`src/sv/iag_pkg.sv`:
```
package iag_pkg;

	// Field and counter widths
	localparam int SIZE_W      = 11;
	localparam int PAD_W       = 4;
	localparam int STEP_W      = 4;
	localparam int KPOS_W      = 4;
	localparam int CHAN_W      = 10;
	localparam int POS_W       = 11;
	localparam int OFF_W       = 11;
	localparam int SPAN_W      = 12;
	localparam int LIN_W       = 38;
	localparam int BASE_W      = 32;
	localparam int ADDR_W      = 33;
	localparam int CHH_W       = 21;
	localparam int PROD_W      = 32;
	localparam int CFG_IDX_W   = 3;
	localparam int CFG_DATA_W  = 11;
	localparam int OUT_DATA_W  = 72;
	localparam int OUT_USER_W  = 2;
	localparam int QUEUE_DEPTH = 4;
	localparam int QPTR_W      = $clog2(QUEUE_DEPTH);
	localparam int QCNT_W      = QPTR_W + 1;

	// Largest image size; larger writes saturate here
	localparam logic [SIZE_W-1:0] SIZE_MAX = 11'd1024;

	// Register indexes
	localparam logic [CFG_IDX_W-1:0] CFG_CHANNEL_COUNT = 3'd0;
	localparam logic [CFG_IDX_W-1:0] CFG_IMAGE_HEIGHT  = 3'd1;
	localparam logic [CFG_IDX_W-1:0] CFG_IMAGE_WIDTH   = 3'd2;
	localparam logic [CFG_IDX_W-1:0] CFG_PAD_ROWS      = 3'd3;
	localparam logic [CFG_IDX_W-1:0] CFG_PAD_COLS      = 3'd4;
	localparam logic [CFG_IDX_W-1:0] CFG_STEP_ROWS     = 3'd5;
	localparam logic [CFG_IDX_W-1:0] CFG_STEP_COLS     = 3'd6;
	localparam logic [CFG_IDX_W-1:0] CFG_SCATTER_MODE  = 3'd7;

	// Image geometry the address unit needs
	typedef struct packed {
		logic [SIZE_W-1:0] image_height;
		logic [SIZE_W-1:0] image_width;
		logic [PAD_W-1:0]  pad_rows;
		logic [PAD_W-1:0]  pad_cols;
	} geom_t;

	// One classified element, front to back
	typedef struct packed {
		logic              bad;
		logic              last;
		logic [LIN_W-1:0]  col_index;
		logic [CHAN_W-1:0] chan;
		logic [KPOS_W-1:0] krow;
		logic [KPOS_W-1:0] kcol;
		logic [OFF_W-1:0]  row_off;
		logic [OFF_W-1:0]  col_off;
		logic [BASE_W-1:0] base;
	} elem_t;

	// Queue status
	typedef struct packed {
		logic full;
		logic empty;
	} q_stat_t;

endpackage

```
`src/sv/iag_front.sv`:
```
module iag_front #(
	parameter int KERNEL_ROWS = 3,
	parameter int KERNEL_COLS = 3
) (
	input  logic                                clk,
	input  logic                                arst_n,
	input  logic                                cfg_write,
	input  logic [iag_pkg::CFG_IDX_W-1:0]       cfg_index,
	input  logic [iag_pkg::CFG_DATA_W-1:0]      cfg_data,
	input  logic                                s_tvalid,
	output logic                                s_tready,
	input  logic [iag_pkg::BASE_W-1:0]          s_tdata,
	input  logic                                s_tuser,
	input  iag_pkg::q_stat_t                    q_stat,
	output logic                                push,
	output iag_pkg::elem_t                      elem,
	output iag_pkg::geom_t                      geom
);

	localparam int SW = iag_pkg::SIZE_W;
	localparam int PW = iag_pkg::PAD_W;
	localparam int TW = iag_pkg::STEP_W;
	localparam int KW = iag_pkg::KPOS_W;
	localparam int CW = iag_pkg::CHAN_W;
	localparam int OW = iag_pkg::POS_W;
	localparam int FW = iag_pkg::OFF_W;
	localparam int NW = iag_pkg::SPAN_W;
	localparam int LW = iag_pkg::LIN_W;
	localparam int MW = OW + TW;
	localparam logic [KW-1:0] KR = KW'(KERNEL_ROWS);
	localparam logic [KW-1:0] KC = KW'(KERNEL_COLS);

	typedef struct packed {
		logic [NW-1:0] lim_r;
		logic [NW-1:0] lim_c;
		logic          bad;
	} limits_t;

	logic [SW-1:0] ch_cnt_q, height_q, width_q;
	logic [PW-1:0] pad_r_q, pad_c_q;
	logic [TW-1:0] step_r_q, step_c_q;
	logic          settle_q;
	limits_t       lim_d, lim_q;

	logic [CW-1:0] chan_q, chan_d;
	logic [KW-1:0] krow_q, krow_d, kcol_q, kcol_d;
	logic [OW-1:0] orow_q, orow_d, ocol_q, ocol_d;
	logic [LW-1:0] lin_q, lin_d;

	logic [NW-1:0] span_r, span_c;
	logic [MW-1:0] row_off, col_off, e_row_off, e_col_off;
	logic [MW:0]   row_nx, col_nx;
	logic [CW-1:0] e_chan;
	logic [KW-1:0] e_krow, e_kcol;
	logic [OW-1:0] e_orow, e_ocol;
	logic [LW-1:0] e_lin;
	logic          stale, clear, last;
	logic          chan_more, krow_more, kcol_more, row_more, col_more;

	function automatic logic [SW-1:0] clamp_size(input logic [SW-1:0] v);
		return (v > iag_pkg::SIZE_MAX) ? iag_pkg::SIZE_MAX : v;
	endfunction

	// Capture register writes; the mode bit selects nothing inside this block
	always_ff @(posedge clk or negedge arst_n) begin
		if (!arst_n) begin
			ch_cnt_q <= SW'(1);
			height_q <= SW'(1);
			width_q  <= SW'(1);
			pad_r_q  <= '0;
			pad_c_q  <= '0;
			step_r_q <= TW'(1);
			step_c_q <= TW'(1);
		end else if (cfg_write) begin
			case (cfg_index)
				iag_pkg::CFG_CHANNEL_COUNT: ch_cnt_q <= clamp_size(cfg_data);
				iag_pkg::CFG_IMAGE_HEIGHT:  height_q <= clamp_size(cfg_data);
				iag_pkg::CFG_IMAGE_WIDTH:   width_q  <= clamp_size(cfg_data);
				iag_pkg::CFG_PAD_ROWS:      pad_r_q  <= cfg_data[PW-1:0];
				iag_pkg::CFG_PAD_COLS:      pad_c_q  <= cfg_data[PW-1:0];
				iag_pkg::CFG_STEP_ROWS:     step_r_q <= cfg_data[TW-1:0];
				iag_pkg::CFG_STEP_COLS:     step_c_q <= cfg_data[TW-1:0];
				iag_pkg::CFG_SCATTER_MODE: begin
				end
				default: begin
				end
			endcase
		end
	end

	// Derive placement limits from the registers
	always_comb begin
		span_r = NW'(height_q) + NW'({pad_r_q, 1'b0});
		span_c = NW'(width_q) + NW'({pad_c_q, 1'b0});
		lim_d.lim_r = span_r - NW'(KR);
		lim_d.lim_c = span_c - NW'(KC);
		lim_d.bad = (ch_cnt_q == '0) || (height_q == '0) || (width_q == '0) ||
			(step_r_q == '0) || (step_c_q == '0) ||
			(NW'(KR) > span_r) || (NW'(KC) > span_c);
	end

	always_ff @(posedge clk) begin
		lim_q <= lim_d;
	end

	// Hold off requests after reset and in the cycle after a register write
	always_ff @(posedge clk or negedge arst_n) begin
		if (!arst_n) begin
			settle_q <= 1'b1;
		end else begin
			settle_q <= cfg_write;
		end
	end

	assign s_tready = !q_stat.full && !settle_q;
	assign push     = s_tvalid && s_tready;

	// Classify the current position: restart, stale counters, final element
	always_comb begin
		row_off = MW'(orow_q) * MW'(step_r_q);
		col_off = MW'(ocol_q) * MW'(step_c_q);
		stale = (SW'(chan_q) >= ch_cnt_q) || (krow_q >= KR) || (kcol_q >= KC) ||
			(row_off > MW'(lim_q.lim_r)) || (col_off > MW'(lim_q.lim_c));
		clear = s_tuser || stale;

		e_chan    = clear ? '0 : chan_q;
		e_krow    = clear ? '0 : krow_q;
		e_kcol    = clear ? '0 : kcol_q;
		e_orow    = clear ? '0 : orow_q;
		e_ocol    = clear ? '0 : ocol_q;
		e_lin     = clear ? '0 : lin_q;
		e_row_off = clear ? '0 : row_off;
		e_col_off = clear ? '0 : col_off;

		row_nx    = (MW+1)'(e_row_off) + (MW+1)'(step_r_q);
		col_nx    = (MW+1)'(e_col_off) + (MW+1)'(step_c_q);
		row_more  = row_nx <= (MW+1)'(lim_q.lim_r);
		col_more  = col_nx <= (MW+1)'(lim_q.lim_c);
		kcol_more = (e_kcol + KW'(1)) < KC;
		krow_more = (e_krow + KW'(1)) < KR;
		chan_more = (SW'(e_chan) + SW'(1)) != ch_cnt_q;
		last = !chan_more && !krow_more && !kcol_more && !row_more && !col_more;
	end

	// Advance the nested walk, fastest over output columns
	always_comb begin
		chan_d = e_chan;
		krow_d = e_krow;
		kcol_d = e_kcol;
		orow_d = e_orow;
		ocol_d = e_ocol;
		lin_d  = e_lin + LW'(1);
		priority if (lim_q.bad || last) begin
			chan_d = '0;
			krow_d = '0;
			kcol_d = '0;
			orow_d = '0;
			ocol_d = '0;
			lin_d  = '0;
		end else if (col_more) begin
			ocol_d = e_ocol + OW'(1);
		end else if (row_more) begin
			ocol_d = '0;
			orow_d = e_orow + OW'(1);
		end else if (kcol_more) begin
			ocol_d = '0;
			orow_d = '0;
			kcol_d = e_kcol + KW'(1);
		end else if (krow_more) begin
			ocol_d = '0;
			orow_d = '0;
			kcol_d = '0;
			krow_d = e_krow + KW'(1);
		end else begin
			ocol_d = '0;
			orow_d = '0;
			kcol_d = '0;
			krow_d = '0;
			chan_d = e_chan + CW'(1);
		end
	end

	always_ff @(posedge clk or negedge arst_n) begin
		if (!arst_n) begin
			chan_q <= '0;
			krow_q <= '0;
			kcol_q <= '0;
			orow_q <= '0;
			ocol_q <= '0;
			lin_q  <= '0;
		end else if (push) begin
			chan_q <= chan_d;
			krow_q <= krow_d;
			kcol_q <= kcol_d;
			orow_q <= orow_d;
			ocol_q <= ocol_d;
			lin_q  <= lin_d;
		end
	end

	// Element record for the address unit; offsets never exceed the limits
	always_comb begin
		elem.bad       = lim_q.bad;
		elem.last      = last;
		elem.col_index = e_lin;
		elem.chan      = e_chan;
		elem.krow      = e_krow;
		elem.kcol      = e_kcol;
		elem.row_off   = e_row_off[FW-1:0];
		elem.col_off   = e_col_off[FW-1:0];
		elem.base      = s_tdata;
	end

	assign geom.image_height = height_q;
	assign geom.image_width  = width_q;
	assign geom.pad_rows     = pad_r_q;
	assign geom.pad_cols     = pad_c_q;

endmodule

```
`src/sv/iag_queue.sv`:
```
module iag_queue (
	input  logic              clk,
	input  logic              arst_n,
	input  logic              push,
	input  iag_pkg::elem_t    din,
	input  logic              pop,
	output iag_pkg::elem_t    dout,
	output iag_pkg::q_stat_t  stat
);

	localparam int DEPTH = iag_pkg::QUEUE_DEPTH;
	localparam int PW    = iag_pkg::QPTR_W;
	localparam int NW    = iag_pkg::QCNT_W;

	iag_pkg::elem_t entry_q [DEPTH];
	logic [PW-1:0]  wr_ptr_q, rd_ptr_q;
	logic [NW-1:0]  count_q;

	// Store on push
	always_ff @(posedge clk) begin
		if (push) begin
			entry_q[wr_ptr_q] <= din;
		end
	end

	// Track pointers and fill level
	always_ff @(posedge clk or negedge arst_n) begin
		if (!arst_n) begin
			wr_ptr_q <= '0;
			rd_ptr_q <= '0;
			count_q  <= '0;
		end else begin
			if (push) begin
				wr_ptr_q <= wr_ptr_q + PW'(1);
			end
			if (pop) begin
				rd_ptr_q <= rd_ptr_q + PW'(1);
			end
			unique case ({push, pop})
				2'b10:   count_q <= count_q + NW'(1);
				2'b01:   count_q <= count_q - NW'(1);
				default: count_q <= count_q;
			endcase
		end
	end

	assign dout       = entry_q[rd_ptr_q];
	assign stat.full  = count_q == NW'(DEPTH);
	assign stat.empty = count_q == '0;

endmodule

```
`src/sv/iag_back.sv`:
```
module iag_back (
	input  logic                                clk,
	input  logic                                arst_n,
	input  iag_pkg::elem_t                      head,
	input  iag_pkg::q_stat_t                    q_stat,
	output logic                                pop,
	input  iag_pkg::geom_t                      geom,
	output logic                                m_tvalid,
	input  logic                                m_tready,
	output logic [iag_pkg::OUT_DATA_W-1:0]      m_tdata,
	output logic                                m_tlast,
	output logic [iag_pkg::OUT_USER_W-1:0]      m_tuser
);

	localparam int SW = iag_pkg::SIZE_W;
	localparam int NW = iag_pkg::SPAN_W;
	localparam int HW = iag_pkg::CHH_W;
	localparam int PW = iag_pkg::PROD_W;
	localparam int AW = iag_pkg::ADDR_W;
	localparam int LW = iag_pkg::LIN_W;
	localparam int BW = iag_pkg::BASE_W;
	localparam int DW = iag_pkg::OUT_DATA_W;

	logic          en;
	logic          v_s1, v_s2, v_q;

	logic          bad_s1, last_s1, pad_s1;
	logic [LW-1:0] lin_s1;
	logic [BW-1:0] base_s1;
	logic [SW-1:0] y_s1, x_s1;
	logic [HW-1:0] chh_s1;

	logic          bad_s2, last_s2, pad_s2;
	logic [LW-1:0] lin_s2;
	logic [BW-1:0] base_s2;
	logic [SW-1:0] x_s2;
	logic [PW-1:0] prod_s2;

	logic          bad_q, last_q, pad_q;
	logic [LW-1:0] lin_q;
	logic [AW-1:0] addr_q;

	logic [NW-1:0] ys, xs, yv, xv;
	logic          pad_y, pad_x;
	logic [HW-1:0] row_sum;
	logic [AW-1:0] addr_d;

	// Whole pipeline moves when the output register is empty or its result is taken
	assign en  = !v_q || m_tready;
	assign pop = en && !q_stat.empty;

	always_ff @(posedge clk or negedge arst_n) begin
		if (!arst_n) begin
			v_s1 <= 1'b0;
			v_s2 <= 1'b0;
			v_q  <= 1'b0;
		end else if (en) begin
			v_s1 <= !q_stat.empty;
			v_s2 <= v_s1;
			v_q  <= v_s2;
		end
	end

	// Stage 1: source row and column, padding test, channel plane offset
	always_comb begin
		ys    = NW'(head.row_off) + NW'(head.krow);
		xs    = NW'(head.col_off) + NW'(head.kcol);
		yv    = ys - NW'(geom.pad_rows);
		xv    = xs - NW'(geom.pad_cols);
		pad_y = (ys < NW'(geom.pad_rows)) || (yv >= NW'(geom.image_height));
		pad_x = (xs < NW'(geom.pad_cols)) || (xv >= NW'(geom.image_width));
	end

	always_ff @(posedge clk) begin
		if (en) begin
			bad_s1  <= head.bad;
			last_s1 <= head.last;
			pad_s1  <= pad_y || pad_x;
			lin_s1  <= head.col_index;
			base_s1 <= head.base;
			y_s1    <= yv[SW-1:0];
			x_s1    <= xv[SW-1:0];
			chh_s1  <= HW'(head.chan) * HW'(geom.image_height);
		end
	end

	// Stage 2: row index times image width
	assign row_sum = chh_s1 + HW'(y_s1);

	always_ff @(posedge clk) begin
		if (en) begin
			bad_s2  <= bad_s1;
			last_s2 <= last_s1;
			pad_s2  <= pad_s1;
			lin_s2  <= lin_s1;
			base_s2 <= base_s1;
			x_s2    <= x_s1;
			prod_s2 <= PW'(row_sum) * PW'(geom.image_width);
		end
	end

	// Stage 3: add base and column; drop fields for pads and bad geometry
	assign addr_d = AW'(base_s2) + AW'(prod_s2) + AW'(x_s2);

	always_ff @(posedge clk) begin
		if (en) begin
			bad_q  <= bad_s2;
			last_q <= last_s2 && !bad_s2;
			pad_q  <= pad_s2 && !bad_s2;
			lin_q  <= bad_s2 ? '0 : lin_s2;
			addr_q <= (bad_s2 || pad_s2) ? '0 : addr_d;
		end
	end

	assign m_tvalid = v_q;
	assign m_tdata  = DW'({addr_q, lin_q});
	assign m_tlast  = last_q;
	assign m_tuser  = {bad_q, pad_q};

endmodule

```
`src/sv/im2col_address_generator.sv`:
```
// im2col / col2im address generator. Each request on the input stream yields one element
// of the lowered column matrix: its column-buffer index and the source pixel address
// image_base + (channel*H + y)*W + x, walked over (channel, kernel row, kernel column)
// rows and output rows/columns, columns fastest. Pad positions carry is_pad with a zero
// address; the final element carries tlast; a kernel larger than the padded image (or a
// zero size or stride) gives a single bad_geometry result with all other fields zero.
// Requests set restart to begin a fresh matrix. The block sustains one element per clock
// while the queue has room and results are taken: the walk counters in the front end decide
// one element per cycle and push it into a four-entry queue; a three-stage address pipeline
// (plane offset multiply, width multiply, base add) drains it. The input stalls after reset
// and in the cycle after every register write while the limits settle, and for as long as
// the queue is full.
module im2col_address_generator #(
	parameter int KERNEL_ROWS = 3,
	parameter int KERNEL_COLS = 3
) (
	input  logic                                clk,
	input  logic                                arst_n,
	input  logic                                cfg_write,
	input  logic [iag_pkg::CFG_IDX_W-1:0]       cfg_index,
	input  logic [iag_pkg::CFG_DATA_W-1:0]      cfg_data,
	input  logic                                s_tvalid,
	output logic                                s_tready,
	input  logic [iag_pkg::BASE_W-1:0]          s_tdata,   // [31:0] image_base
	input  logic                                s_tuser,   // [0] restart
	output logic                                m_tvalid,
	input  logic                                m_tready,
	output logic [iag_pkg::OUT_DATA_W-1:0]      m_tdata,   // [37:0] col_index, [70:38] image_address
	output logic                                m_tlast,
	output logic [iag_pkg::OUT_USER_W-1:0]      m_tuser    // [0] is_pad, [1] bad_geometry
);

	iag_pkg::elem_t   elem_in, elem_out;
	iag_pkg::geom_t   geom;
	iag_pkg::q_stat_t q_stat;
	logic             push, pop;

	iag_front #(
		.KERNEL_ROWS(KERNEL_ROWS),
		.KERNEL_COLS(KERNEL_COLS)
	) u_front (
		.clk      (clk),
		.arst_n   (arst_n),
		.cfg_write(cfg_write),
		.cfg_index(cfg_index),
		.cfg_data (cfg_data),
		.s_tvalid (s_tvalid),
		.s_tready (s_tready),
		.s_tdata  (s_tdata),
		.s_tuser  (s_tuser),
		.q_stat   (q_stat),
		.push     (push),
		.elem     (elem_in),
		.geom     (geom)
	);

	iag_queue u_queue (
		.clk   (clk),
		.arst_n(arst_n),
		.push  (push),
		.din   (elem_in),
		.pop   (pop),
		.dout  (elem_out),
		.stat  (q_stat)
	);

	iag_back u_back (
		.clk     (clk),
		.arst_n  (arst_n),
		.head    (elem_out),
		.q_stat  (q_stat),
		.pop     (pop),
		.geom    (geom),
		.m_tvalid(m_tvalid),
		.m_tready(m_tready),
		.m_tdata (m_tdata),
		.m_tlast (m_tlast),
		.m_tuser (m_tuser)
	);

endmodule

```
`config.mk`:
```
export PLATFORM = sky130hd
export DESIGN_NAME = im2col_address_generator
export DESIGN_NICKNAME = d
export VERILOG_FILES = /design/src/sv/iag_pkg.sv /design/src/sv/iag_front.sv /design/src/sv/iag_queue.sv /design/src/sv/iag_back.sv /design/src/sv/im2col_address_generator.sv
export SDC_FILE = /design/constraint.sdc
export NUM_CORES = 2
export LEC_CHECK = 0
export BUFFER_PORTS_ARGS = -buffer_cell sky130_fd_sc_hd__buf_4
export CORE_MARGIN = 2
export CORE_UTILIZATION = 45
export CTS_CLUSTER_DIAMETER = 120
export CTS_CLUSTER_SIZE = 16
export DETAILED_ROUTE_END_ITERATION = 7
export PLACE_DENSITY = 0.57
export REMOVE_ABC_BUFFERS = 1
export SLEW_MARGIN = 20
export SYNTH_ARGS = -nofsm -noshare
export SYNTH_HDL_FRONTEND = slang
export SYNTH_SLANG_ARGS = --single-unit
```
`constraint.sdc`:
```
create_clock -name clk -period 20.5 [get_ports clk]
set_clock_uncertainty 0.15 [all_clocks]
set_input_delay 1.025 -clock clk [delete_from_list [all_inputs] [get_ports clk]]
set_output_delay 1.025 -clock clk [all_outputs]
set_load 0.05 [all_outputs]
```
==> metrics <==
initial antenna violation count 2; CTS clk-pin slew, worst paths 0.08 ns; die height 351 µm; vias in the first global route 34,000; CTS tree done; Avg WL per Cell 20.5 µm; Yosys warning total 0; Post-synth EDFFs 754; worst slew pin tran 1.13 ns; most common cell after layout, fill and taps aside edfxtp_1; Final Critical Period 11.33 ns; setup TNS 0 ns; I/O pin count 129; Avg Vias per Cell 5.38; final max-slew violation count 0; CP startpoint u_front.step_c_q[3]$_DFFE_PN0P_; GRT Residual Overflow 0; Post-CTS Setup Inserts 0; fraction of layout cells with a size suffix above 1 9.89%; R2R Setup Slk 9.17 ns; CP max stage delay 0.82 ns; DP HPWL 89,700 µm; DRT Wirelength 126,000 µm; RSZ-0062 raised after global routing false; Cell variety after synth 86; ys flop type edfxtp_1; critical path class register to register; hold-fix buffers at CTS 0; critical path peak fanout 16; Clock Latency Late Sink 0.67 ns; row count 127; max frequency 88.2 MHz; GPL Wtd Cong 0.858; Cells after Synth 4,390; global-route wire length before repair 197,000 µm; R2R cell count 40; Resized cells post-CTS 0; Port Buffers 127; CTS sink count 917; Starting Density 45.3%; first-pass detailed-route iteration total 7; die width 351 µm; fin nets 5,184; Antenna Nets Post-Route 0; endpoints failing setup 0; CP endpoint u_front.lin_q[11]$_DFFE_PN0P_; CORE AREA 120,000 µm²; root buffer cell clkbuf_16; worst r2r dst u_front.lin_q[11]$_DFFE_PN0P_; synthesized cell area 54,300 µm²; status finished, final reports clean; 1st-iter DRT viols 2,226; GRT Util Overall 20.8%; FF-to-FF Start u_front.step_c_q[3]$_DFFE_PN0P_; most frequent cells in the layout 754 x edfxtp_1, 442 x inv_1, 430 x nand2_1; max-cap viol count 0; H-tree Lvls 3; #FFs+latches synth 917; cell mode on critical path fa_1; sequential area share after synthesis 49.0%; period utilization 55.3%; asr flop ratio synth 15.0%; CTS buffer count 67; Worst EP required 20.84 ns; Min-Delay Path Class register to register; total number of vias 33,000; drt drc 0; crit path DAT 11.67 ns; area grow syn2layout 8.69%; crit start category register; Final Hold Fails 0; Post-Syn Area per Cell 12.4 µm²; Longest Clk Path Bufs 3; critical path's slowest cell nand2b_1; largest net degree at the start of global routing 188; Antenna diodes 0; die area 123,000 µm²; CP endpoint kind register; Slew Limit Headroom 24.8%
==> synthesized netlist by cell type, types with 57 or more instances <==
master	number	area share, %
mux4_2	112	4.6
fa_1	298	11
xor2_1	77	1.2
nor3_1	61	0.56
ha_1	354	8.2
inv_1	443	3.1
xnor2_1	131	2.1
a21oi_1	133	1.2
nor2_1	172	1.2
a21o_1	70	0.97
nand2_1	430	3.0
and2_1	238	2.7
nand3_1	90	0.83
o21ai_0	122	1.1
edfxtp_1	754	42
clkbuf_1	140	0.97
and3_1	57	0.66
nor2b_1	73	0.84
dfrtp_1	132	6.1
==> metal layers <==
| metal | GRT usage [%] | up-vias | share of wire (%) |
|---|---|---|---|
| met1 | 28.3 | 16700 | 45 |
| met3 | 2.49 | 144 | 3.8 |
| met5 | 0 | - | 0.0056 |
| li1 | - | 15500 | - |
| met4 | 4.85 | 2 | 2.3 |
| met2 | 35.5 | 625 | 49 |
==> logic make-up (layout without fill, tap and decap cells) <==
kind of cell,after synthesis,in the layout,synth area share (%)
other,1,17,0.00691
adders and majority gates,652,652,19.2
and+or+nand+nor,1300,1300,12.0
xor gates and xnor gates,208,208,3.36
buffers and inverters,612,724,4.32
muxes,146,146,5.32
AOI/OAI and AO/OA,554,554,6.79
DFF,917,917,49.0
==> critical path: cells and delay by family (launching register included) <==
family,cells,cell delay (ns)
xor gates and xnor gates,2,0.37
buffers and inverters,4,0.51
adders and majority gates,7,2.88
AOI/OAI and AO/OA,12,2.91
and+or+nand+nor,15,3.73
DFF,1,0.59
==> state kept, by name, summed over array words and instances, names as in the netlist, 10 cells and up <==
signal            cells
u_back.addr_q        33
u_back.y_s1          11
u_front.chan_q       10
u_back.x_s1          11
u_front.ocol_q       11
u_front.width_q      11
u_front.ch_cnt_q     11
u_back.base_s2       32
u_front.height_q     11
u_back.prod_s2       32
u_back.chh_s1        21
u_front.orow_q       11
u_front.lim_q        24
u_queue.entry_q     448
u_back.lin_s2        38
u_front.lin_q        38
u_back.x_s2          11
u_back.base_s1       32
u_back.lin_q         38
u_back.lin_s1        38
==> area by class of cell <==
class                           count  area, µm²
Clock buffer                       98       1790
Clock inverter                      9        133
Fill cell                       10700      60800
Inverter                          443       1660
Multi-Input combinational cell   2877      25400
Sequential cell                   917      26600
Tap cell                         1612       2020
Timing Repair Buffer              174       1340
==> worst min-delay path by stage <==
stage | startpoint | endpoint | slack (ns) | cells past startpoint
final | u_back.x_s1[0]$_DFFE_PP_ | u_back.x_s2[0]$_DFFE_PP_ | 0.26 | 0
after global routing | u_back.x_s1[0]$_DFFE_PP_ | u_back.x_s2[0]$_DFFE_PP_ | 0.27 | 0
after CTS | u_back.x_s1[0]$_DFFE_PP_ | u_back.x_s2[0]$_DFFE_PP_ | 0.25 | 0
after detailed placement | u_back.base_s1[23]$_DFFE_PP_ | u_back.base_s2[23]$_DFFE_PP_ | 0.25 | 0
after global placement | u_back.base_s1[24]$_DFFE_PP_ | u_back.base_s2[24]$_DFFE_PP_ | 0.25 | 0
after floorplan | u_back.bad_s1$_DFFE_PP_ | u_back.bad_s2$_DFFE_PP_ | 0.25 | 0
==> through the flow <==
stage | util [%] | hold slack (ns) | cell area (µm²) | setup WS [ns] | cells
floorplan | - | 0.250 | 53700 | 9.69 | 4237
global placement | 47.6 | 0.251 | 57000 | 9.49 | 6023
detailed placement | 47.6 | 0.255 | 57100 | 9.20 | 6023
CTS | 49.2 | 0.249 | 59000 | 9.14 | 6130
global route | 49.2 | 0.272 | 59000 | 8.37 | 6130
finish | 49.2 | 0.256 | 59000 | 9.17 | 6130
Power is not shown: default switching activity piles up to over one toggle a cycle in this logic, so the estimate is an artifact.
